### config.mk
export PLATFORM = sky130hd
export DESIGN_NAME = isc_filter
export DESIGN_NICKNAME = d
export VERILOG_FILES = /design/src/sv/isc_pkg.sv /design/src/sv/isc_filter.sv
export SDC_FILE = /design/constraint.sdc
export NUM_CORES = 1
export LEC_CHECK = 0
export BUFFER_PORTS_ARGS = -buffer_cell sky130_fd_sc_hd__clkbuf_2
export CORE_AREA = 2 2 126 140
export CTS_BUF_LIST = sky130_fd_sc_hd__clkbuf_2
export DETAILED_ROUTE_END_ITERATION = 10
export DIE_AREA = 0 0 128 142
export GPL_ROUTABILITY_DRIVEN = 0
export HOLD_SLACK_MARGIN = 0.1
export PLACE_DENSITY = 0.7
export SYNTH_ARGS = -nofsm -noshare
export SYNTH_HDL_FRONTEND = slang
export SYNTH_SLANG_ARGS = --single-unit
### constraint.sdc
create_clock -name clk_i -period 16.9 [get_ports clk_i]
set_clock_uncertainty 0.05 [all_clocks]
set_input_delay 3.38 -clock clk_i [delete_from_list [all_inputs] [get_ports clk_i]]
set_output_delay 3.38 -clock clk_i [all_outputs]
set_load 0.03 [all_outputs]
### src/sv/isc_pkg.sv
`default_nettype none
// ----------------------------------------------------------------------------
// isc_pkg: shared types and constants of the IMU sample conditioner
// Field widths, scaling constants, reciprocals for the constant dividers,
// register map codes and the filter lane control bundle.
// ----------------------------------------------------------------------------
package isc_pkg;

  localparam int RAW_W   = 16;
  localparam int ACC_W   = 13;
  localparam int RATE_W  = 19;
  localparam int TEMP_W  = 15;
  localparam int SHIFT_W = 4;
  localparam int LANE_W  = 19;   // filter lanes carry the wider of the two axis types
  localparam int ADDR_W  = 5;
  localparam int DATA_W  = 32;

  // Acceleration: raw * 1000 / 16384, half added before truncation.
  localparam logic [9:0]  ACC_SCALE     = 10'd1000;
  localparam logic [13:0] ACC_HALF      = 14'd8192;
  localparam int          ACC_FRAC_BITS = 14;
  localparam int          ACC_LIMIT     = 4000;

  // Rotation rate: raw * 1000 / 131. RATE_RECIP is floor(2^32 / 131).
  localparam logic [9:0]  RATE_SCALE = 10'd1000;
  localparam logic [6:0]  RATE_HALF  = 7'd65;
  localparam logic [7:0]  RATE_DIV   = 8'd131;
  localparam logic [24:0] RATE_RECIP = 25'd32786009;
  localparam int          RATE_LIMIT = 250000;

  // Temperature: raw * 100 / 340 + 3653. TEMP_RECIP is floor(2^32 / 340).
  localparam logic [6:0]         TEMP_SCALE = 7'd100;
  localparam logic [7:0]         TEMP_HALF  = 8'd169;
  localparam logic [8:0]         TEMP_DIV   = 9'd340;
  localparam logic [23:0]        TEMP_RECIP = 24'd12632256;
  localparam logic signed [14:0] TEMP_BIAS  = 15'sd3653;

  localparam int RECIP_BITS = 32;

  localparam logic [SHIFT_W-1:0] ACC_SHIFT_RST  = 4'd3;
  localparam logic [SHIFT_W-1:0] RATE_SHIFT_RST = 4'd2;

  typedef enum logic [2:0] {
    REG_ACC_X_OFF   = 3'd0,
    REG_ACC_Y_OFF   = 3'd1,
    REG_ACC_Z_OFF   = 3'd2,
    REG_RATE_X_OFF  = 3'd3,
    REG_RATE_Y_OFF  = 3'd4,
    REG_RATE_Z_OFF  = 3'd5,
    REG_ACC_SHIFT   = 3'd6,
    REG_RATE_SHIFT  = 3'd7
  } isc_reg_e;

  typedef struct packed {
    logic en;      // a sample leaves the front pipeline this cycle
    logic clr;     // an offset write zeroes the history
    logic primed;  // smoother already holds a value
  } isc_filt_ctrl_t;

endpackage
`default_nettype wire

### src/sv/isc_filter.sv
`default_nettype none
// ----------------------------------------------------------------------------
// isc_filter: median-of-three and exponential smoother for one axis
// Keeps the two previous clamped samples and the smoothed value. The new
// smoothed value is presented combinationally for the output register.
// ----------------------------------------------------------------------------
module isc_filter (
  input  logic                                 clk_i,
  input  logic                                 rst_ni,
  input  isc_pkg::isc_filt_ctrl_t              ctrl_i,
  input  logic [isc_pkg::SHIFT_W-1:0]          shift_i,
  input  logic signed [isc_pkg::LANE_W-1:0]    x_i,
  output logic signed [isc_pkg::LANE_W-1:0]    smooth_o
);

  logic signed [isc_pkg::LANE_W-1:0] h0_q, h1_q, s_q, s_d;
  logic signed [isc_pkg::LANE_W-1:0] lo, hi, med;
  logic signed [isc_pkg::LANE_W:0]   diff, step, sum;

  always_comb begin
    lo = (h0_q < h1_q) ? h0_q : h1_q;
    hi = (h0_q < h1_q) ? h1_q : h0_q;
    if (x_i <= lo) begin
      med = lo;
    end else if (x_i >= hi) begin
      med = hi;
    end else begin
      med = x_i;
    end
    diff = $signed({med[isc_pkg::LANE_W-1], med}) - $signed({s_q[isc_pkg::LANE_W-1], s_q});
    step = diff >>> shift_i;
    sum  = $signed({s_q[isc_pkg::LANE_W-1], s_q}) + step;
    // The first sample after reset or an offset change loads the smoother.
    s_d  = ctrl_i.primed ? sum[isc_pkg::LANE_W-1:0] : med;
  end

  always_ff @(posedge clk_i or negedge rst_ni) begin
    if (!rst_ni) begin
      h0_q <= '0;
      h1_q <= '0;
    end else if (ctrl_i.clr) begin
      h0_q <= '0;
      h1_q <= '0;
    end else if (ctrl_i.en) begin
      h1_q <= h0_q;
      h0_q <= x_i;
    end
  end

  always_ff @(posedge clk_i) begin
    if (ctrl_i.en) begin
      s_q <= s_d;
    end
  end

  assign smooth_o = s_d;

endmodule
`default_nettype wire

==> impl_results.md <==
- Status: finished clean
- Synth area leader: ha_1
- Crit path largest cell delay: 770 ps
- Filler cell count in the final layout: 1691
- Yosys top cell area share: 15.7%
- Die Wd: 128 um
- Layout cells sized above 1: 11.6%
- Worst relative slew slack: between 30 and 40%
- CTS HTree Levels: 3
- Total buffers and inverters traversed by the critical path: 4
- Worst Setup Start Kind: register
- R2R setup slack: around 4900 ps
- Required time of the critical path: 13470 ps
- Initial antenna violation count: 0
- DPL Wire Length: 16200 um
- CP Capture Type: output port
- Most common cell in the synthesized netlist: nor2_1
- Final worst path period share: 94.0%
- Reg2reg path depth: 38
- Clk Latency, worst-skew pair: between 500 and 600 ps
- Unrepaired setup endpoints after global routing: no
- CP arrival: 12450 ps
- Final WL: just over 20000 um
- VDD IR max: 0.0678 mV
- PostCTS Resize Cnt: 0
- TNS Setup: 0 ps
- Initial DRC count: roughly 520
- Synth Warn #: 0
- Vias: 6961
- Hold path start: h1_q[2]
- Worst min path class: register to register
- Vias per inst: 6.21
- Synth Instances: 886
- Capture point of the worst reg-to-reg path: s_q[18]
- Drt wl/cell: roughly 19 um
- Top Ports: 47
- Worst path top cell family by delay: compound AO/OA/AOI/OAI gates
- Seq cells post-synth: 57
- CP Max Fanout: 29
- Nets@finish: 1031
- Least-Margin Pin Slew: 991 ps
- Std cell rows: 50
- # hold bufs at CTS: 0
- Ys async rst share: 66.7%
- Vias in the first global route: 6538
- Grt ovf: 0
- CTS Buffer Depth: 2
- Cell area power density: 208 nW/um^2
- Crit Path Class: register to output port
- # port buffers: 46
- Post-synth cell types: slightly below 90
- Clock slew at reported path FFs: 190 ps
- Post-route DRC: 0
- Fin crit period: 15880 ps
- ANT nets after route: 0
- Syn_nets: 1009
- List of most frequent post-synthesis cells: 99 x nor2_1, 93 x ha_1, 68 x inv_1, 66 x a21oi_1, 62 x mux2i_1
- Post-CTS setup buffer count: 0
- Number of synthesized flops with an enable pin: 19
- Hold depth: 2
- Hold worst-path end: h1_q[2]
- Post-synthesis sequential area ratio: 20.5%
- Num Clock Sinks: 57
- Final setup vio count: 0
- Slowest stage cell, crit path: a21oi_4
- Synth top area cells: ha_1 16%, dfrtp_1 13%, mux2i_1 8.3%
- P&R area growth vs syn: 6.83%
- First-pass GRT wire length: between 30000 and 40000 um
- Area after DPL: approximately 8000 sq um
- Iteration count of the initial detailed-routing pass: 6
- Final Cell Area: 7940 sq um
- GRT Total Usage: 23.2%
- Most used DFF post-synth: dfrtp_1
- CTS Buf Count: 9
- Initial Util: 44.3%
- Mean Syn Cell Area: 8.39 sq um
- Final Hold Fails: 0
- Final std cells w/o fill: 1121
- Post-Syn Area: 7430 sq um
- Die height: about 140 um
- Pins Over Slew Limit: 0
- Placed insts: ~1100
- Crit path top cell by count: ha_1
- CTS Root Cell: clkbuf_2
- Critical R2R Launch: h0_q[18]
- FMAX: 0.0630 GHz
- Hold_ws: roughly 550 ps
- CTS tree: built
- Static Leak: 3.68 nW
- Core region area: approximately 17000 sq um
- Max cap viols: 0
- Die ar.: 18200 sq um
- Largest net degree at the start of global routing: 58
- Final Util: 47.4%
- ANT cells: 0
-- layout make-up --
cell class	count	area [sq um]	share of cell area (%)
flip-flops and latches	57	1520	19.2
inverters	70	263	3.31
repair buffers	50	260	3.28
multi-input cells	720	5500	69.2
clock buffers	9	45.0	0.567
well taps	208	260	3.28
clock inverters	7	95.1	1.20
-- kinds of logic after synthesis --
family | count (synthesis) | share of synthesized area, %
AO/OA/AOI/OAI | 270 | 26.7
XOR/XNOR | 20 | 2.36
adder cells (fa/ha/maj) | 95 | 16.2
buffers and inverters | 109 | 5.81
flip-flops | 57 | 20.5
multiplexers | 76 | 11.7
AND/OR/NAND/NOR | 259 | 16.8
-- per-layer routing --
| layer | wire length (um) | GRT usage [%] | vias up |
|---|---|---|---|
| met2 | 10200 | 40.3 | 244 |
| met3 | 1170 | 3.53 | 49 |
| met5 | 0 | 0 | - |
| met1 | 8810 | 29.5 | 3266 |
| li1 | - | - | 3402 |
| met4 | 573 | 7.63 | 0 |
-- worst max path at each step --
stage,cells past startpoint,from,to
after global placement,32,x_i[16],smooth_o[18]
after global routing,39,h1_q[18],smooth_o[18]
after floorplan,30,x_i[8],smooth_o[18]
final,39,h0_q[18],smooth_o[18]
after detailed placement,33,x_i[8],smooth_o[18]
after CTS,40,h1_q[18],smooth_o[18]
-- worst min-delay path, cell delays in order, from the launching register on --
cell and delay, ps:
dfrtp_1 420, mux2i_1 80, nor2_1 80
-- cell usage in the layout, fill, tap and decap left out, types with 8 or more instances in the layout --
| cell | netlist | layout |
|---|---|---|
| ha_1 | 93 | 93 |
| nand2_1 | 56 | 56 |
| xnor2_1 | 12 | 12 |
| nor2_1 | 99 | 99 |
| mux2i_1 | 62 | 62 |
| a21oi_1 | 66 | 65 |
| nand3_1 | 14 | 14 |
| a31oi_1 | 13 | 13 |
| and2_1 | 9 | 9 |
| a222oi_1 | 15 | 15 |
| clkbuf_2 | 0 | 54 |
| inv_1 | 68 | 68 |
| xor2_1 | 8 | 8 |
| o21ai_0 | 20 | 20 |
| nor2b_1 | 14 | 14 |
| o21ai_1 | 18 | 18 |
| o31ai_1 | 9 | 9 |
| nand4_1 | 10 | 10 |
| nor3_1 | 20 | 20 |
| edfxtp_1 | 19 | 19 |
| dfrtp_1 | 38 | 38 |
| a211oi_1 | 10 | 10 |
| a21o_1 | 30 | 30 |
-- report_power, final --
part / internal (mW) / switching, mW
combinational: 0.505 / 0.825
sequential: 0.188 / 0.0230
clock: 0.0484 / 0.0608
-- metrics by stage --
step                      power [mW]  worst slack (ps)
after floorplan                 1.22              2950
after global placement          1.51              1720
after detailed placement        1.52              1460
after CTS                       1.64              1070
after global routing            1.79              54.7
final                           1.65              1020
-- flip-flops by register name (all words and copies together) (netlist names) --
| name | count |
|---|---|
| h0_q | 19 |
| h1_q | 19 |
| s_q | 19 |
(Power assumes the default switching activity.)
