$ cat config.mk
export PLATFORM = sky130hd
export DESIGN_NAME = isc_rate_front
export DESIGN_NICKNAME = d
export VERILOG_FILES = /design/src/sv/isc_pkg.sv /design/src/sv/isc_rate_front.sv
export SDC_FILE = /design/constraint.sdc
export NUM_CORES = 1
export LEC_CHECK = 0
export ABC_CLOCK_PERIOD_IN_PS = 17750
export BUFFER_PORTS_ARGS = -buffer_cell sky130_fd_sc_hd__buf_2
export CAP_MARGIN = 20
export CORE_MARGIN = 2
export CORE_UTILIZATION = 52
export DETAILED_ROUTE_END_ITERATION = 10
export MAX_ROUTING_LAYER = met4
export PLACE_DENSITY = 0.67
export SLEW_MARGIN = 20
export SYNTH_ARGS = -nofsm -noshare
export SYNTH_HDL_FRONTEND = slang
export SYNTH_SLANG_ARGS = --single-unit
$ cat constraint.sdc
create_clock -name clk_i -period 17.75 [get_ports clk_i]
set_clock_uncertainty 0.05 [all_clocks]
set_input_delay 2.6625 -clock clk_i [delete_from_list [all_inputs] [get_ports clk_i]]
set_output_delay 2.6625 -clock clk_i [all_outputs]
set_load 0.02 [all_outputs]
$ cat src/sv/isc_pkg.sv
`default_nettype none
// ----------------------------------------------------------------------------
// isc_pkg: shared types and constants of the IMU sample conditioner
// Field widths, scaling constants, reciprocals for the constant dividers,
// register map codes and the filter lane control bundle.
// ----------------------------------------------------------------------------
package isc_pkg;

  localparam int RAW_W   = 16;
  localparam int ACC_W   = 13;
  localparam int RATE_W  = 19;
  localparam int TEMP_W  = 15;
  localparam int SHIFT_W = 4;
  localparam int LANE_W  = 19;   // filter lanes carry the wider of the two axis types
  localparam int ADDR_W  = 5;
  localparam int DATA_W  = 32;

  // Acceleration: raw * 1000 / 16384, half added before truncation.
  localparam logic [9:0]  ACC_SCALE     = 10'd1000;
  localparam logic [13:0] ACC_HALF      = 14'd8192;
  localparam int          ACC_FRAC_BITS = 14;
  localparam int          ACC_LIMIT     = 4000;

  // Rotation rate: raw * 1000 / 131. RATE_RECIP is floor(2^32 / 131).
  localparam logic [9:0]  RATE_SCALE = 10'd1000;
  localparam logic [6:0]  RATE_HALF  = 7'd65;
  localparam logic [7:0]  RATE_DIV   = 8'd131;
  localparam logic [24:0] RATE_RECIP = 25'd32786009;
  localparam int          RATE_LIMIT = 250000;

  // Temperature: raw * 100 / 340 + 3653. TEMP_RECIP is floor(2^32 / 340).
  localparam logic [6:0]         TEMP_SCALE = 7'd100;
  localparam logic [7:0]         TEMP_HALF  = 8'd169;
  localparam logic [8:0]         TEMP_DIV   = 9'd340;
  localparam logic [23:0]        TEMP_RECIP = 24'd12632256;
  localparam logic signed [14:0] TEMP_BIAS  = 15'sd3653;

  localparam int RECIP_BITS = 32;

  localparam logic [SHIFT_W-1:0] ACC_SHIFT_RST  = 4'd3;
  localparam logic [SHIFT_W-1:0] RATE_SHIFT_RST = 4'd2;

  typedef enum logic [2:0] {
    REG_ACC_X_OFF   = 3'd0,
    REG_ACC_Y_OFF   = 3'd1,
    REG_ACC_Z_OFF   = 3'd2,
    REG_RATE_X_OFF  = 3'd3,
    REG_RATE_Y_OFF  = 3'd4,
    REG_RATE_Z_OFF  = 3'd5,
    REG_ACC_SHIFT   = 3'd6,
    REG_RATE_SHIFT  = 3'd7
  } isc_reg_e;

  typedef struct packed {
    logic en;      // a sample leaves the front pipeline this cycle
    logic clr;     // an offset write zeroes the history
    logic primed;  // smoother already holds a value
  } isc_filt_ctrl_t;

endpackage
`default_nettype wire

$ cat src/sv/isc_rate_front.sv
`default_nettype none
// ----------------------------------------------------------------------------
// isc_rate_front: rotation rate scaling lane
// Four stages: magnitude times 1000 plus half, reciprocal multiply for the
// divide by 131, one-step quotient correction with sign restore, then offset
// subtraction and clamp to +/-250000 milli-degrees per second.
// ----------------------------------------------------------------------------
module isc_rate_front (
  input  logic                                clk_i,
  input  logic                                en_i,
  input  logic signed [isc_pkg::RAW_W-1:0]    raw_i,
  input  logic signed [isc_pkg::RATE_W-1:0]   off_i,
  output logic signed [isc_pkg::RATE_W-1:0]   rate_o
);

  logic [15:0]        abs_d;
  logic [24:0]        mag_d, mag_q, mag2_q;
  logic               neg_q, neg2_q;
  logic [49:0]        prod;
  logic [17:0]        qest_d, qest_q;
  logic [24:0]        rem;
  logic [17:0]        quo;
  logic signed [18:0] val_d, val_q;
  logic signed [19:0] diff;
  logic signed [18:0] clip_d, clip_q;

  always_comb begin
    abs_d = raw_i[15] ? (~raw_i + 16'd1) : raw_i;
    mag_d = 25'(abs_d) * 25'(isc_pkg::RATE_SCALE) + 25'(isc_pkg::RATE_HALF);
  end

  // The truncated reciprocal can only come out one below the true quotient.
  always_comb begin
    prod   = 50'(mag_q) * 50'(isc_pkg::RATE_RECIP);
    qest_d = prod[isc_pkg::RECIP_BITS +: 18];
  end

  always_comb begin
    rem   = mag2_q - 25'(qest_q) * 25'(isc_pkg::RATE_DIV);
    quo   = qest_q + 18'(rem >= 25'(isc_pkg::RATE_DIV));
    val_d = neg2_q ? -$signed({1'b0, quo}) : $signed({1'b0, quo});
  end

  always_comb begin
    diff = $signed({val_q[18], val_q}) - $signed({off_i[18], off_i});
    if (diff > 20'(isc_pkg::RATE_LIMIT)) begin
      clip_d = 19'(isc_pkg::RATE_LIMIT);
    end else if (diff < 20'(-isc_pkg::RATE_LIMIT)) begin
      clip_d = 19'(-isc_pkg::RATE_LIMIT);
    end else begin
      clip_d = diff[18:0];
    end
  end

  always_ff @(posedge clk_i) begin
    if (en_i) begin
      mag_q  <= mag_d;
      neg_q  <= raw_i[15];
      qest_q <= qest_d;
      mag2_q <= mag_q;
      neg2_q <= neg_q;
      val_q  <= val_d;
      clip_q <= clip_d;
    end
  end

  assign rate_o = clip_q;

endmodule
`default_nettype wire

==> flow_metrics.tcl <==
set metrics [dict create \
    status "finished clean" \
    crit_type "in2reg" \
    seq_area_frac_synth_pct 14.7 \
    synth-edff-count 102 \
    cts_tree "yes" \
    grt_use_total_pct 22.5 \
    gp_congestion 0.912 \
    rsz0062_at_grt "false" \
    grt_pass1_vias 15000 \
    rows 73 \
    final_common_cell "inv_1" \
    syn_to_final_growth_pct 6.24 \
    finalCritPeriodShare_pct 49.4 \
    grt_pass1_wl_mm 72.6 \
    syn-num-nets 2805 \
    cts_root_buf "clkbuf_16" \
    worstPathRequired_ps 17820 \
    worst_pin_slew_ps 1020 \
    synth_top_family_by_area "adder cells" \
    fp.coreArea_um2 39600 \
    post-dp-hpwl_mm 37.0 \
    synth_fa_ha_area_share_pct 52.6 \
    slew_headroom_pct 31.3 \
    boundaryPins 56 \
    syn_area_um2 20800 \
    synth_cell_types 86 \
    r2r_start "qest_q[10]" \
    dieArea_um2 41700 \
    cap_violations 0 \
    tns_ps 0 \
    wl_per_cell_um 16.3 \
    holdPathEnd "neg2_q" \
    final-setup-viol-count 0 \
    drc 0 \
    grtUsageMet2_pct 41.2 \
    cts_hold_buf 0 \
    nets 2870 \
    regToRegSetupSlack_ps 9710 \
    ctsResizeCount 0 \
    worst_setup_path_start_kind "input pin" \
    final_cell_mix "505 x inv_1, 417 x ha_1, 286 x fa_1, 102 x edfxtp_1, 87 x xnor2_1" \
    io_buffers 55 \
    hold_violations 0 \
    fin_area_um2 22100 \
    via_per_inst 5.35 \
    firstDrtPassIters 5 \
    ys_warn_count 0 \
    post-cts-setup-buffer-count 0 \
    synth.avg_cell_area_um2 10.1 \
    hold_class "reg2reg" \
    synthMuxAreaShare_pct 0.204 \
    timing.rr.end "val_q[17]" \
    finalCriticalPeriod_ps 8770 \
    dieHeight_um 204 \
    worst-path-max-fanout 9 \
    die_x_um 204 \
    grt_max_degree 84 \
    antenna_found_initial 0 \
    grt-ovfl-total 0 \
    cts.clk_slew.worst_paths_ps 80 \
    use_met3_pct 2.10 \
    whs_path_depth 0 \
    drive_gt1_share_pct 5.53 \
    r2r_cells 27 \
    synth_seq_cells 102 \
    async_flop_share_pct 0 \
    num_vias 14200 \
    cts_buffers 9 \
    dpl_cell_area_um2 21800 \
    htreeDepth 3 \
    synth-simple-area-share_pct 7.90 \
    insertion_delay_ps 360 \
    routed_wl_mm 43.3 \
    arrival_ps 8840 \
    synth-xor-area-share_pct 5.26 \
    synth_compound_gate_area_share_pct 9.84 \
    cts_buffer_depth 2 \
    met1_usage_pct 26.0 \
    gr-max-usage-layer "met2" \
    synth-main-ff-cell "edfxtp_1" \
    initial_core_util_pct 52.5 \
    drtIter0Drc 502 \
    holdCritStartpoint "neg_q" \
    endpoint_kind "register" \
    numClockSinks 102 \
    drtAntennaViolNets 0 \
    postSynthCellCount 2065 \
    drv_slew 0 \
    fmax_mhz 114 \
]
[worst max-delay path: stages]
cell,delay [ps]
buf_2,110
or4_1,560
or4_1,450
nand2_1,130
xnor2_1,290
inv_1,200
fa_1,570
inv_1,50
fa_1,560
fa_1,440
fa_1,460
ha_1,450
and3_1,260
o211ai_1,100
o21ai_0,410
a21oi_1,150
xor2_1,190
nand3b_1,230
nand4bb_1,250
nor3_1,230
xnor2_1,80
[registers in the layout, summed over array words and instances (netlist names)]
register  flops
mag_q        22
val_q        19
neg_q         1
qest_q       18
rate_o       19
mag2_q       22
neg2_q        1
[kinds of logic (layout without fill, tap and decap cells)]
group           after synthesis  in the layout
compound gates              299            299
xor+xnor                    125            125
fa+ha+maj                   705            705
buf+inv                     518            588
flops                       102            102
mux                           4              4
other cells                   0              1
simple gates                312            312
[synthesized netlist by cell type, types with 5 or more instances]
cell | count | area share (%)
a211oi_1 | 20 | 0.72
a21o_1 | 20 | 0.72
a21oi_1 | 78 | 1.9
a21oi_2 | 5 | 0.21
a31oi_1 | 16 | 0.48
and3_1 | 11 | 0.33
clkbuf_1 | 9 | 0.16
edfxtp_1 | 102 | 15
fa_1 | 286 | 27
ha_1 | 417 | 25
inv_1 | 505 | 9.1
nand2_1 | 73 | 1.3
nand2b_1 | 15 | 0.45
nand3_1 | 30 | 0.72
nand3b_1 | 6 | 0.22
nand4_1 | 17 | 0.51
nor2_1 | 60 | 1.1
nor2b_1 | 19 | 0.57
nor3_1 | 26 | 0.62
nor3b_1 | 5 | 0.18
nor4_1 | 5 | 0.15
o211ai_1 | 10 | 0.36
o21a_1 | 14 | 0.50
o21ai_0 | 48 | 1.2
o21bai_1 | 7 | 0.25
o31ai_1 | 12 | 0.43
or3_1 | 9 | 0.27
or4_1 | 6 | 0.22
xnor2_1 | 87 | 3.7
xor2_1 | 38 | 1.6
[per-layer routing]
layer  vias up  part of all wire, %
met4         0                  3.0
met3        70                  2.6
met5         -                    0
li1       6987                    -
met2       236                   52
met1      6938                   42
[stage by stage]
| stage | utilization (%) | hold slack, ps | setup WS, ps | std cells |
|---|---|---|---|---|
| 5_1_grt | 55.8 | 526 | 8490 | 2660 |
| 6_report | 55.8 | 540 | 8980 | 2661 |
| 4_1_cts | 55.7 | 528 | 8980 | 2659 |
| 3_5_place_dp | 54.9 | 511 | 8590 | 2643 |
| 3_3_place_gp | 54.9 | 526 | 8660 | 2643 |
| 2_1_floorplan | - | 350 | 9220 | 2065 |
[worst max path at each step]
stage / start / end / slack (ps) / cells past startpoint
6_report: raw_i[3] / mag_q[24] / 8980 / 21
2_1_floorplan: raw_i[3] / mag_q[24] / 9220 / 21
4_1_cts: raw_i[3] / mag_q[24] / 8980 / 21
5_1_grt: raw_i[3] / mag_q[24] / 8490 / 21
3_5_place_dp: raw_i[3] / mag_q[24] / 8590 / 21
3_3_place_gp: raw_i[3] / mag_q[24] / 8660 / 21
[layout make-up]
cell class / count / area (um2)
tap: 525 / 657
fill: 3462 / 17500
clock buffer: 9 / 225
sequential: 102 / 3060
inverter: 505 / 1900
timing repair buffer: 67 / 388
antenna: 1 / 2.50
clock inverter: 7 / 93.8
multi-input combinational: 1445 / 15800
Power is not shown: default switching activity piles up to over one toggle a cycle in this logic, so the estimate is an artifact.
