==> config.mk <==
export PLATFORM = sky130hd
export DESIGN_NAME = isc_temp_front
export DESIGN_NICKNAME = d
export VERILOG_FILES = /design/src/sv/isc_pkg.sv /design/src/sv/isc_temp_front.sv
export SDC_FILE = /design/constraint.sdc
export NUM_CORES = 1
export LEC_CHECK = 0
export BUFFER_PORTS_ARGS = -buffer_cell sky130_fd_sc_hd__clkbuf_2
export CAP_MARGIN = 20
export CORE_MARGIN = 4
export CORE_UTILIZATION = 40
export DETAILED_ROUTE_END_ITERATION = 8
export GPL_TIMING_DRIVEN = 0
export SYNTH_ARGS = -nofsm -noshare
export SYNTH_HDL_FRONTEND = slang
export SYNTH_SLANG_ARGS = --single-unit
==> constraint.sdc <==
create_clock -name clk_i -period 6.9 [get_ports clk_i]
set_clock_uncertainty 0.15 [all_clocks]
set_input_delay 0.345 -clock clk_i [delete_from_list [all_inputs] [get_ports clk_i]]
set_output_delay 0.345 -clock clk_i [all_outputs]
set_load 0.01 [all_outputs]
==> src/sv/isc_pkg.sv <==
`default_nettype none
// ----------------------------------------------------------------------------
// isc_pkg: shared types and constants of the IMU sample conditioner
// Field widths, scaling constants, reciprocals for the constant dividers,
// register map codes and the filter lane control bundle.
// ----------------------------------------------------------------------------
package isc_pkg;

  localparam int RAW_W   = 16;
  localparam int ACC_W   = 13;
  localparam int RATE_W  = 19;
  localparam int TEMP_W  = 15;
  localparam int SHIFT_W = 4;
  localparam int LANE_W  = 19;   // filter lanes carry the wider of the two axis types
  localparam int ADDR_W  = 5;
  localparam int DATA_W  = 32;

  // Acceleration: raw * 1000 / 16384, half added before truncation.
  localparam logic [9:0]  ACC_SCALE     = 10'd1000;
  localparam logic [13:0] ACC_HALF      = 14'd8192;
  localparam int          ACC_FRAC_BITS = 14;
  localparam int          ACC_LIMIT     = 4000;

  // Rotation rate: raw * 1000 / 131. RATE_RECIP is floor(2^32 / 131).
  localparam logic [9:0]  RATE_SCALE = 10'd1000;
  localparam logic [6:0]  RATE_HALF  = 7'd65;
  localparam logic [7:0]  RATE_DIV   = 8'd131;
  localparam logic [24:0] RATE_RECIP = 25'd32786009;
  localparam int          RATE_LIMIT = 250000;

  // Temperature: raw * 100 / 340 + 3653. TEMP_RECIP is floor(2^32 / 340).
  localparam logic [6:0]         TEMP_SCALE = 7'd100;
  localparam logic [7:0]         TEMP_HALF  = 8'd169;
  localparam logic [8:0]         TEMP_DIV   = 9'd340;
  localparam logic [23:0]        TEMP_RECIP = 24'd12632256;
  localparam logic signed [14:0] TEMP_BIAS  = 15'sd3653;

  localparam int RECIP_BITS = 32;

  localparam logic [SHIFT_W-1:0] ACC_SHIFT_RST  = 4'd3;
  localparam logic [SHIFT_W-1:0] RATE_SHIFT_RST = 4'd2;

  typedef enum logic [2:0] {
    REG_ACC_X_OFF   = 3'd0,
    REG_ACC_Y_OFF   = 3'd1,
    REG_ACC_Z_OFF   = 3'd2,
    REG_RATE_X_OFF  = 3'd3,
    REG_RATE_Y_OFF  = 3'd4,
    REG_RATE_Z_OFF  = 3'd5,
    REG_ACC_SHIFT   = 3'd6,
    REG_RATE_SHIFT  = 3'd7
  } isc_reg_e;

  typedef struct packed {
    logic en;      // a sample leaves the front pipeline this cycle
    logic clr;     // an offset write zeroes the history
    logic primed;  // smoother already holds a value
  } isc_filt_ctrl_t;

endpackage
`default_nettype wire

==> src/sv/isc_temp_front.sv <==
`default_nettype none
// ----------------------------------------------------------------------------
// isc_temp_front: temperature conversion lane
// Four stages: magnitude times 100 plus half, reciprocal multiply for the
// divide by 340, quotient correction with sign restore, then the fixed bias.
// ----------------------------------------------------------------------------
module isc_temp_front (
  input  logic                                clk_i,
  input  logic                                en_i,
  input  logic signed [isc_pkg::RAW_W-1:0]    raw_i,
  output logic signed [isc_pkg::TEMP_W-1:0]   temp_o
);

  logic [15:0]        abs_d;
  logic [21:0]        mag_d, mag_q, mag2_q;
  logic               neg_q, neg2_q;
  logic [45:0]        prod;
  logic [13:0]        qest_d, qest_q;
  logic [21:0]        rem;
  logic [13:0]        quo;
  logic signed [14:0] val_d, val_q;
  logic signed [14:0] temp_q;

  always_comb begin
    abs_d = raw_i[15] ? (~raw_i + 16'd1) : raw_i;
    mag_d = 22'(abs_d) * 22'(isc_pkg::TEMP_SCALE) + 22'(isc_pkg::TEMP_HALF);
  end

  always_comb begin
    prod   = 46'(mag_q) * 46'(isc_pkg::TEMP_RECIP);
    qest_d = prod[isc_pkg::RECIP_BITS +: 14];
  end

  always_comb begin
    rem   = mag2_q - 22'(qest_q) * 22'(isc_pkg::TEMP_DIV);
    quo   = qest_q + 14'(rem >= 22'(isc_pkg::TEMP_DIV));
    val_d = neg2_q ? -$signed({1'b0, quo}) : $signed({1'b0, quo});
  end

  always_ff @(posedge clk_i) begin
    if (en_i) begin
      mag_q  <= mag_d;
      neg_q  <= raw_i[15];
      qest_q <= qest_d;
      mag2_q <= mag_q;
      neg2_q <= neg_q;
      val_q  <= val_d;
      temp_q <= val_q + isc_pkg::TEMP_BIAS;
    end
  end

  assign temp_o = temp_q;

endmodule
`default_nettype wire

==> results of run 1 <==
repair_timing:
item / 4_1_cts / 5_1_grt
resized for setup: 50 / 31
setup endpoints to repair: 14 / 14
pin swaps: 50 / 31
cloned: 0 / 0
setup buffers: 37 / 15
critical path, delay by kind of cell, from the launching register on:
family / cells / cell delay, ps
adders and majority gates: 8 / 2620
AOI/OAI and AO/OA: 11 / 1890
xor gates and xnor gates: 4 / 670
DFF: 1 / 530
and+or+nand+nor: 7 / 1430
buffers and inverters: 2 / 80
cell type report:
type | count | area, sq um
Multi-Input combinational cell | 876 | 8904
Timing Repair Buffer | 82 | 583.1
Buffer | 5 | 18.77
Tap cell | 384 | 480.5
Inverter | 218 | 820.8
Fill cell | 2678 | 15150
Clock inverter | 6 | 93.84
Clock buffer | 10 | 229.0
Sequential cell | 86 | 2582
per-stage QoR:
step           setup TNS [ps]  setup slack [ps]  instance area [sq um]  cells  utilization
5_1_grt                -11290             -1027                  13710   1667       0.4752
6_report                -7350            -724.6                  13710   1667       0.4752
3_3_place_gp            -9279            -943.2                  12580   1601       0.4359
3_5_place_dp            -9641            -968.2                  12610   1602       0.4370
4_1_cts                 -6311            -670.1                  13450   1655       0.4661
2_1_floorplan               0             20.77                  11940   1186            -
cells in the final DEF (no fill, tap or decap), drive strengths merged, types with 46 or more instances in the layout:
cell | Yosys | final
ha | 257 | 257
inv | 218 | 220
edfxtp | 86 | 86
fa | 81 | 81
xnor2 | 70 | 70
nand2 | 55 | 55
buf | 0 | 51
nor2 | 50 | 50
o21ai | 47 | 47
clkbuf | 6 | 46
state kept, by name, summed over array words and instances (netlist names):
name and flops:
mag_q 20, neg_q 1, qest_q 14, neg2_q 1, val_q 15, temp_o 15, mag2_q 20
how the worst min path moves through the flow:
stage	startpoint	end	slack, ps	cells after the start
after floorplan	neg_q	neg2_q	250	0
after global placement	neg_q	neg2_q	260	0
after detailed placement	neg_q	neg2_q	260	0
after CTS	raw_i[0]	mag_q[2]	90	1
after global routing	raw_i[0]	mag_q[2]	90	1
final	raw_i[0]	mag_q[2]	100	1
logic make-up after synthesis:
logic type,count (synthesis),share of synthesized area
fa+ha+maj,338,0.4109
mux,2,0.001701
flops,86,0.2194
xor+xnor,114,0.08758
buf+inv,224,0.07142
simple gates,231,0.1008
compound gates,191,0.1083
layer usage:
metal,part of all wire,routed length (um)
met5,0,0
met4,0.013,317
met3,0.023,565
met2,0.51,12600
met1,0.45,10990
synth_stat cells (all sizes together) (2+ instances only):
cell type	count	area, sq um
nor3	25	125.1
o21a	13	98.85
nor4	4	31.28
o211ai	5	37.54
ha	257	3216
inv	218	818.3
nand3	25	125.1
o311ai	2	25.03
or2	2	12.51
or4	2	18.77
xor2	43	376.6
o31a	6	52.55
a311oi	3	26.28
o31ai	13	102.6
nand3b	5	37.54
a22o	2	17.52
nor2b	16	100.1
a31oi	11	68.82
edfxtp	86	2582
or3	5	31.28
nor2	50	192.7
mux2i	2	20.02
a211oi	7	52.55
nor3b	3	22.52
xnor2	70	631.9
a2111oi	4	55.06
o2111ai	3	26.28
and3	6	37.54
nand2b	16	100.1
nand4	9	62.56
nand2	55	206.5
o41ai	2	17.52
and2	3	18.77
clkbuf	6	22.52
fa	81	1622
a21o	16	121.4
a21boi	4	30.02
o21ai	47	239.0
a21oi	43	215.2
o21bai	3	22.52
==> impl_metrics.env, run 1 <==
export IMPL_period_needed_ps=7625
export IMPL_regToRegEndpoint="val_q[13]"
export IMPL_violations="setup timing"
export IMPL_synth_edf_count=86
export IMPL_vias_per_cell=5.004
export IMPL_syn_nets=1542
export IMPL_slew_headroom=0.5236
export IMPL_grt_overflow=0
export IMPL_cts_tree="built"
export IMPL_rrSetupSlack_ps=-720
export IMPL_hold_violations=0
export IMPL_async_flop_share=0
export IMPL_synth_seq_cells=86
export IMPL_dp_hpwl_mm=20.53
export IMPL_root_buffer="clkbuf_16"
export IMPL_maxCapViolCount=0
export IMPL_die_w_um=179.6
export IMPL_worst_pin_slew_ps=696.6
export IMPL_cts_made_buffers=9
export IMPL_final_antenna_net_count=0
export IMPL_dr_first_iter_drc_count=332
export IMPL_cts_sinks=86
export IMPL_synth_cells=1186
export IMPL_cts_hold_buffers=0
export IMPL_met2_usage=0.2790
export IMPL_crit_top_cell="ha_4"
export IMPL_top_usage_layer="met2"
export IMPL_startpoint="qest_q[3]"
export IMPL_wl_per_cell_um=14.68
export IMPL_use_met1=0.1911
export IMPL_grtUsageMet3=0.01940
export IMPL_initial_utilization=0.4080
export IMPL_ys_types=67
export IMPL_finalSetupViolations=14
export IMPL_grt_max_degree=55
export IMPL_ys_warn_count=0
export IMPL_num_rows=62
export IMPL_timing_final_crit_share=1.105
export IMPL_rsz0062_at_grt="yes"
export IMPL_grt_pass1_wl_mm=40.54
export IMPL_diodes=0
export IMPL_status="finished, violations left"
export IMPL_cp_end_kind="flip-flop"
export IMPL_port_buffer_count=31
export IMPL_drc_errors=0
export IMPL_finalMaxSlewViolations=0
export IMPL_fmaxAchievable_mhz=131.2
export IMPL_place_gp_congestion=0.8477
export IMPL_area_delta_synth_final_pct=16.47
export IMPL_drive_gt1_frac=0.1473
export IMPL_whs_ps=98.26
export IMPL_avgSynthCellArea_sq_um=9.926
export IMPL_grt_pass1_vias=8415
export IMPL_cp_endpoint="val_q[13]"
export IMPL_syn_cell_area_sq_mm=0.01177
export IMPL_holdCritPathClass="input port to flip-flop"
export IMPL_clockBufferDepth=2
export IMPL_antenna_found_initial=0
export IMPL_worst_slack_ps=-724.6
export IMPL_dieHeight_um=179.6
export IMPL_ctsHtreeMaxLevel=3
export IMPL_reg2regPathDepth=32
export IMPL_grt_usage=0.1516
export IMPL_wl_mm=24.47
export IMPL_critPathMaxFanout=4
export IMPL_core_region_area_sq_mm=0.02886
export IMPL_start_kind="flip-flop"
export IMPL_crit_type="flip-flop to flip-flop"
export IMPL_seq_area_frac_synth=0.2194
export IMPL_reg2reg_from="qest_q[3]"
export IMPL_via_count=8341
export IMPL_path_clk_slew_ps=60
export IMPL_die_area_sq_mm=0.03224
export IMPL_dr_pass1_iters=5
export IMPL_slowest_stage="edfxtp_1"
export IMPL_cpPeakStageDelay_ps=530
export IMPL_ios=33
export IMPL_arrival_ps=7570
export IMPL_required_ps=6840
export IMPL_synth_ff_type="edfxtp_1"
export IMPL_insertion_delay_ps=350
export IMPL_fin_nets=1634
Power of run 1 is not shown: default switching activity piles up to over one toggle a cycle in this logic, so the estimate is an artifact.
==> inputs of run 2 (changes only) <==
--- a/config.mk
+++ b/config.mk
@@ -8,4 +8,5 @@
 export BUFFER_PORTS_ARGS = -buffer_cell sky130_fd_sc_hd__clkbuf_2
 export CAP_MARGIN = 20
+export CORE_ASPECT_RATIO = 0.6
 export CORE_MARGIN = 4
 export CORE_UTILIZATION = 40
==> constraint.sdc (replaced) <==
create_clock -name clk_i -period 8.45 [get_ports clk_i]
set_clock_uncertainty 0.15 [all_clocks]
set_input_delay 1.69 -clock clk_i [delete_from_list [all_inputs] [get_ports clk_i]]
set_output_delay 1.69 -clock clk_i [all_outputs]
set_load 0.01 [all_outputs]
==> run 2 against run 1 <==
The run now ends clean. Register-to-register slack gained 1100 ps. First-iteration DRC count grew 94%. Fmax shrank 5.9%. Worst setup slack gained 1100 ps. Cell count shrank 0.42%. Largest cell class unchanged. Highest routed layer unchanged.
==> impl_metrics.env, run 2 (synthesis results as in run 1) <==
export IMPL_status="finished clean"
export IMPL_cpPeakStageDelay_ps=570
export IMPL_stdcell_area_sq_mm=0.01322
export IMPL_period_needed_ps=8106
export IMPL_cts_hold_buffers=0
export IMPL_seq_area_sq_mm=0.002582
export IMPL_final_antenna_net_count=0
export IMPL_place_area_sq_mm=0.01246
export IMPL_maxCapViolCount=0
export IMPL_met2_usage=0.2128
export IMPL_grtUsageMet3=0.04342
export IMPL_cts_made_buffers=9
export IMPL_wl_per_cell_um=16.04
export IMPL_ios=33
export IMPL_mostFrequentLayoutCell="ha_1"
export IMPL_cts_sinks=86
export IMPL_cp_end_kind="flip-flop"
export IMPL_rrSetupSlack_ps=340
export IMPL_initial_utilization=0.4075
export IMPL_finalMaxSlewViolations=0
export IMPL_cp_top_family="adder cells"
export IMPL_dr_pass1_iters=5
export IMPL_drive_gt1_frac=0.1016
export IMPL_reg_top3="mag2_q x20, mag_q x20"
export IMPL_insertion_delay_ps=370
export IMPL_grt_pass1_wl_mm=42.98
export IMPL_fill_cells=2737
export IMPL_hold_violations=0
export IMPL_diodes=0
export IMPL_vias_per_cell=5.114
export IMPL_antenna_found_initial=0
export IMPL_finalSetupViolations=0
export IMPL_cp_endpoint="val_q[14]"
export IMPL_grt_overflow=0
export IMPL_dr_first_iter_drc_count=643
export IMPL_critPathBufInv=3
export IMPL_num_rows=48
export IMPL_fin_cells=1660
export IMPL_layout_common_cells="ha_1 (245), inv_1 (218), edfxtp_1 (86)"
export IMPL_setup_tns_ps=0
export IMPL_cts_tree="built"
export IMPL_dp_cells=1618
export IMPL_ctsHtreeMaxLevel=3
export IMPL_start_kind="flip-flop"
export IMPL_die_w_um=229.5
export IMPL_dp_hpwl_mm=22.52
export IMPL_grt_pass1_vias=8108
export IMPL_startpoint="qest_q[7]"
export IMPL_slew_headroom=0.5309
export IMPL_multi_input_area_sq_mm=0.008632
export IMPL_regToRegEndpoint="val_q[14]"
export IMPL_grt_usage=0.1681
export IMPL_grt_max_degree=47
export IMPL_reg2reg_from="qest_q[7]"
export IMPL_use_met1=0.2828
export IMPL_arrival_ps=8070
export IMPL_via_count=8490
export IMPL_fin_nets=1612
export IMPL_root_buffer="clkbuf_16"
export IMPL_path_depth=35
export IMPL_crit_type="flip-flop to flip-flop"
export IMPL_path_clk_slew_ps=70
export IMPL_required_ps=8410
export IMPL_die_area_sq_mm=0.03233
export IMPL_dieHeight_um=140.9
export IMPL_drc_errors=0
export IMPL_holdCritPathClass="flip-flop to flip-flop"
export IMPL_area_delta_synth_final_pct=12.29
export IMPL_wl_mm=26.63
export IMPL_reg2regPathDepth=35
export IMPL_timing_final_crit_share=0.9593
export IMPL_fmaxAchievable_mhz=123.4
export IMPL_core_region_area_sq_mm=0.02889
export IMPL_worst_pin_slew_ps=685.9
export IMPL_critPathMaxFanout=6
export IMPL_clockBufferDepth=2
export IMPL_port_buffer_count=31
export IMPL_slowest_stage="edfxtp_1"
export IMPL_top_usage_layer="met1"
export IMPL_place_gp_congestion=0.8919
run 2: what timing repair did:
action	4_1_cts	5_1_grt
pin swaps	3	29
hold endpoints to repair	0	0
resized for setup	10	37
buffers inserted	2	27
endpoints found under the setup margin	10	12
run 2: worst min path at each step:
stage / endpoint / cells after the start / startpoint
4_1_cts: neg2_q / 0 / neg_q
2_1_floorplan: neg2_q / 0 / neg_q
3_5_place_dp: neg2_q / 0 / neg_q
6_report: neg2_q / 0 / neg_q
3_3_place_gp: neg2_q / 0 / neg_q
5_1_grt: neg2_q / 0 / neg_q
run 2: area by class of cell:
cell class | count | area share
inverter | 218 | 0.06190
sequential | 86 | 0.1954
timing repair buffer | 60 | 0.02991
tap | 400 | 0.03786
multi-input combinational | 876 | 0.6530
clock buffer | 9 | 0.01704
clock inverter | 6 | 0.003502
buffer | 5 | 0.001420
run 2: layer usage:
metal,up-vias,routed length [um]
li1,4245,-
met1,4063,14970
met2,165,9661
met3,17,1822
met4,0,175
met5,-,0
run 2: per-stage QoR:
stage	hold WS (ps)	utilization	setup slack, ps
2_1_floorplan	250.3	-	861.9
3_3_place_gp	255.0	0.4302	-630.1
3_5_place_dp	258.0	0.4313	-729.1
4_1_cts	274.2	0.4431	41.40
5_1_grt	289.9	0.4576	-55.39
6_report	271.7	0.4576	343.6
Power of run 2 is left out for the same reason.
==> inputs of run 3 (changes only) <==
- ABC_CLOCK_PERIOD_IN_PS: not set -> 7800
- clock period: 8.45 -> 7.8 ns (I/O delays scaled with it)
==> run 3 against run 2 <==
Critical path depth decreased by 2. Fmax increased by 1.5%. Via count increased by 0.48%. Non-clock buffer count increased by 7. Register-to-register slack got worse by 530 ps. Sequential cell count unchanged. Cell area increased by 2.0%. Worst setup slack got worse by 530 ps. Count of clock-buffer cells in the layout unchanged. Highest routed layer unchanged. Die area unchanged. The flow now finishes with violations (setup timing). Sequential share of layout area decreased by 0.38 points. First-iteration DRC count increased by 2.3%.
==> impl_metrics.env, run 3 (synthesis results as in run 1) <==
export IMPL_dp_hpwl_mm=22.52
export IMPL_wl_mm=27.41
export IMPL_drive_gt1_frac=0.1287
export IMPL_dp_cells=1618
export IMPL_use_met1=0.2874
export IMPL_core_region_area_sq_mm=0.02889
export IMPL_grt_overflow=0
export IMPL_cts_sinks=86
export IMPL_wl_per_cell_um=16.44
export IMPL_setup_tns_ps=-756.4
export IMPL_violations="setup timing"
export IMPL_mostFrequentLayoutCell="ha_1"
export IMPL_regToRegEndpoint="val_q[13]"
export IMPL_maxCapViolCount=0
export IMPL_cp_endpoint="val_q[13]"
export IMPL_vias_per_cell=5.118
export IMPL_port_buffer_count=31
export IMPL_period_needed_ps=7989
export IMPL_reg2reg_from="qest_q[3]"
export IMPL_fmaxAchievable_mhz=125.2
export IMPL_place_gp_congestion=0.8919
export IMPL_utilization=0.4667
export IMPL_grtUsageMet3=0.06139
export IMPL_finalSetupViolations=6
export IMPL_met2_usage=0.2250
export IMPL_slowest_stage="edfxtp_1"
export IMPL_num_rows=48
export IMPL_layout_common_cells="ha_1 (237), inv_1 (214), edfxtp_1 (86)"
export IMPL_die_area_sq_mm=0.03233
export IMPL_finalMaxSlewViolations=0
export IMPL_timing_final_crit_share=1.024
export IMPL_final_antenna_net_count=0
export IMPL_diodes=0
export IMPL_area_delta_synth_final_pct=14.52
export IMPL_drc_errors=0
export IMPL_cpPeakStageDelay_ps=540
export IMPL_status="finished, violations left"
export IMPL_critPathMaxFanout=6
export IMPL_required_ps=7760
export IMPL_clockBufferDepth=2
export IMPL_dieHeight_um=140.9
export IMPL_top_usage_layer="met1"
export IMPL_dr_pass1_iters=5
export IMPL_worst_pin_slew_ps=680.7
export IMPL_slew_headroom=0.5345
export IMPL_rrSetupSlack_ps=-190
export IMPL_worst_slack_ps=-188.6
export IMPL_crit_type="flip-flop to flip-flop"
export IMPL_grt_pass1_vias=8486
export IMPL_reg_top3="mag2_q x20, mag_q x20"
export IMPL_rsz0062_at_grt="yes"
export IMPL_start_kind="flip-flop"
export IMPL_ctsHtreeMaxLevel=3
export IMPL_grt_pass1_wl_mm=45.13
export IMPL_initial_utilization=0.4075
export IMPL_holdCritPathClass="flip-flop to flip-flop"
export IMPL_arrival_ps=7950
export IMPL_grt_max_degree=47
export IMPL_antenna_found_initial=0
export IMPL_path_clk_slew_ps=70
export IMPL_fin_nets=1619
export IMPL_dr_first_iter_drc_count=658
export IMPL_fin_cells=1667
export IMPL_cts_made_buffers=9
export IMPL_die_w_um=229.5
export IMPL_root_buffer="clkbuf_16"
export IMPL_hold_violations=0
export IMPL_startpoint="qest_q[3]"
export IMPL_grt_usage=0.1770
export IMPL_dp_slack_ps=-1379
export IMPL_insertion_delay_ps=370
export IMPL_via_count=8531
export IMPL_cp_end_kind="flip-flop"
export IMPL_cts_tree="built"
export IMPL_ios=33
export IMPL_reg2regPathDepth=33
run 3: stage by stage:
stage	hold slack [ps]	cell area, sq um
floorplan	250.3	11770
global placement	255.0	12430
detailed placement	258.0	12460
CTS	274.2	13370
global route	290.0	13480
finish	273.3	13480
run 3: area by class of cell:
cell class / count / area, sq um
Buffer: 5 / 18.77
Clock buffer: 9 / 225.2
Clock inverter: 6 / 46.29
Fill cell: 2717 / 15410
Inverter: 218 / 818.3
Multi-Input combinational cell: 876 / 8831
Sequential cell: 86 / 2582
Tap cell: 400 / 500.5
Timing Repair Buffer: 67 / 459.2
run 3: worst min-delay path by stage:
stage           from  endpoint  slack [ps]  cells after the start
2_1_floorplan  neg_q    neg2_q         250                      0
3_3_place_gp   neg_q    neg2_q         250                      0
3_5_place_dp   neg_q    neg2_q         260                      0
4_1_cts        neg_q    neg2_q         270                      0
5_1_grt        neg_q    neg2_q         290                      0
6_report       neg_q    neg2_q         270                      0
run 3: what timing repair did:
action	4_1_cts	5_1_grt
resized for setup	72	19
setup endpoints to repair	14	12
gates cloned	0	0
setup buffers	31	5
pin swaps	44	25
hold buffers	0	0
run 3: worst max-delay path: cells and delay by family, from the launching register on:
kind	cells	cell delay, ps
AO/OA/AOI/OAI	8	1290
AND/OR/NAND/NOR	11	2570
flip-flops	1	540
adder cells (fa/ha/maj)	8	2490
XOR/XNOR	3	400
buffers and inverters	3	310
run 3: routing by layer:
layer / vias to the layer above / share of wire / wire length [um]
met5: - / 0 / 0
met4: 0 / 0.0066 / 180
met3: 18 / 0.078 / 2141
met2: 171 / 0.36 / 9819
met1: 4084 / 0.56 / 15270
li1: 4258 / - / -
Power of run 3 is left out for the same reason.
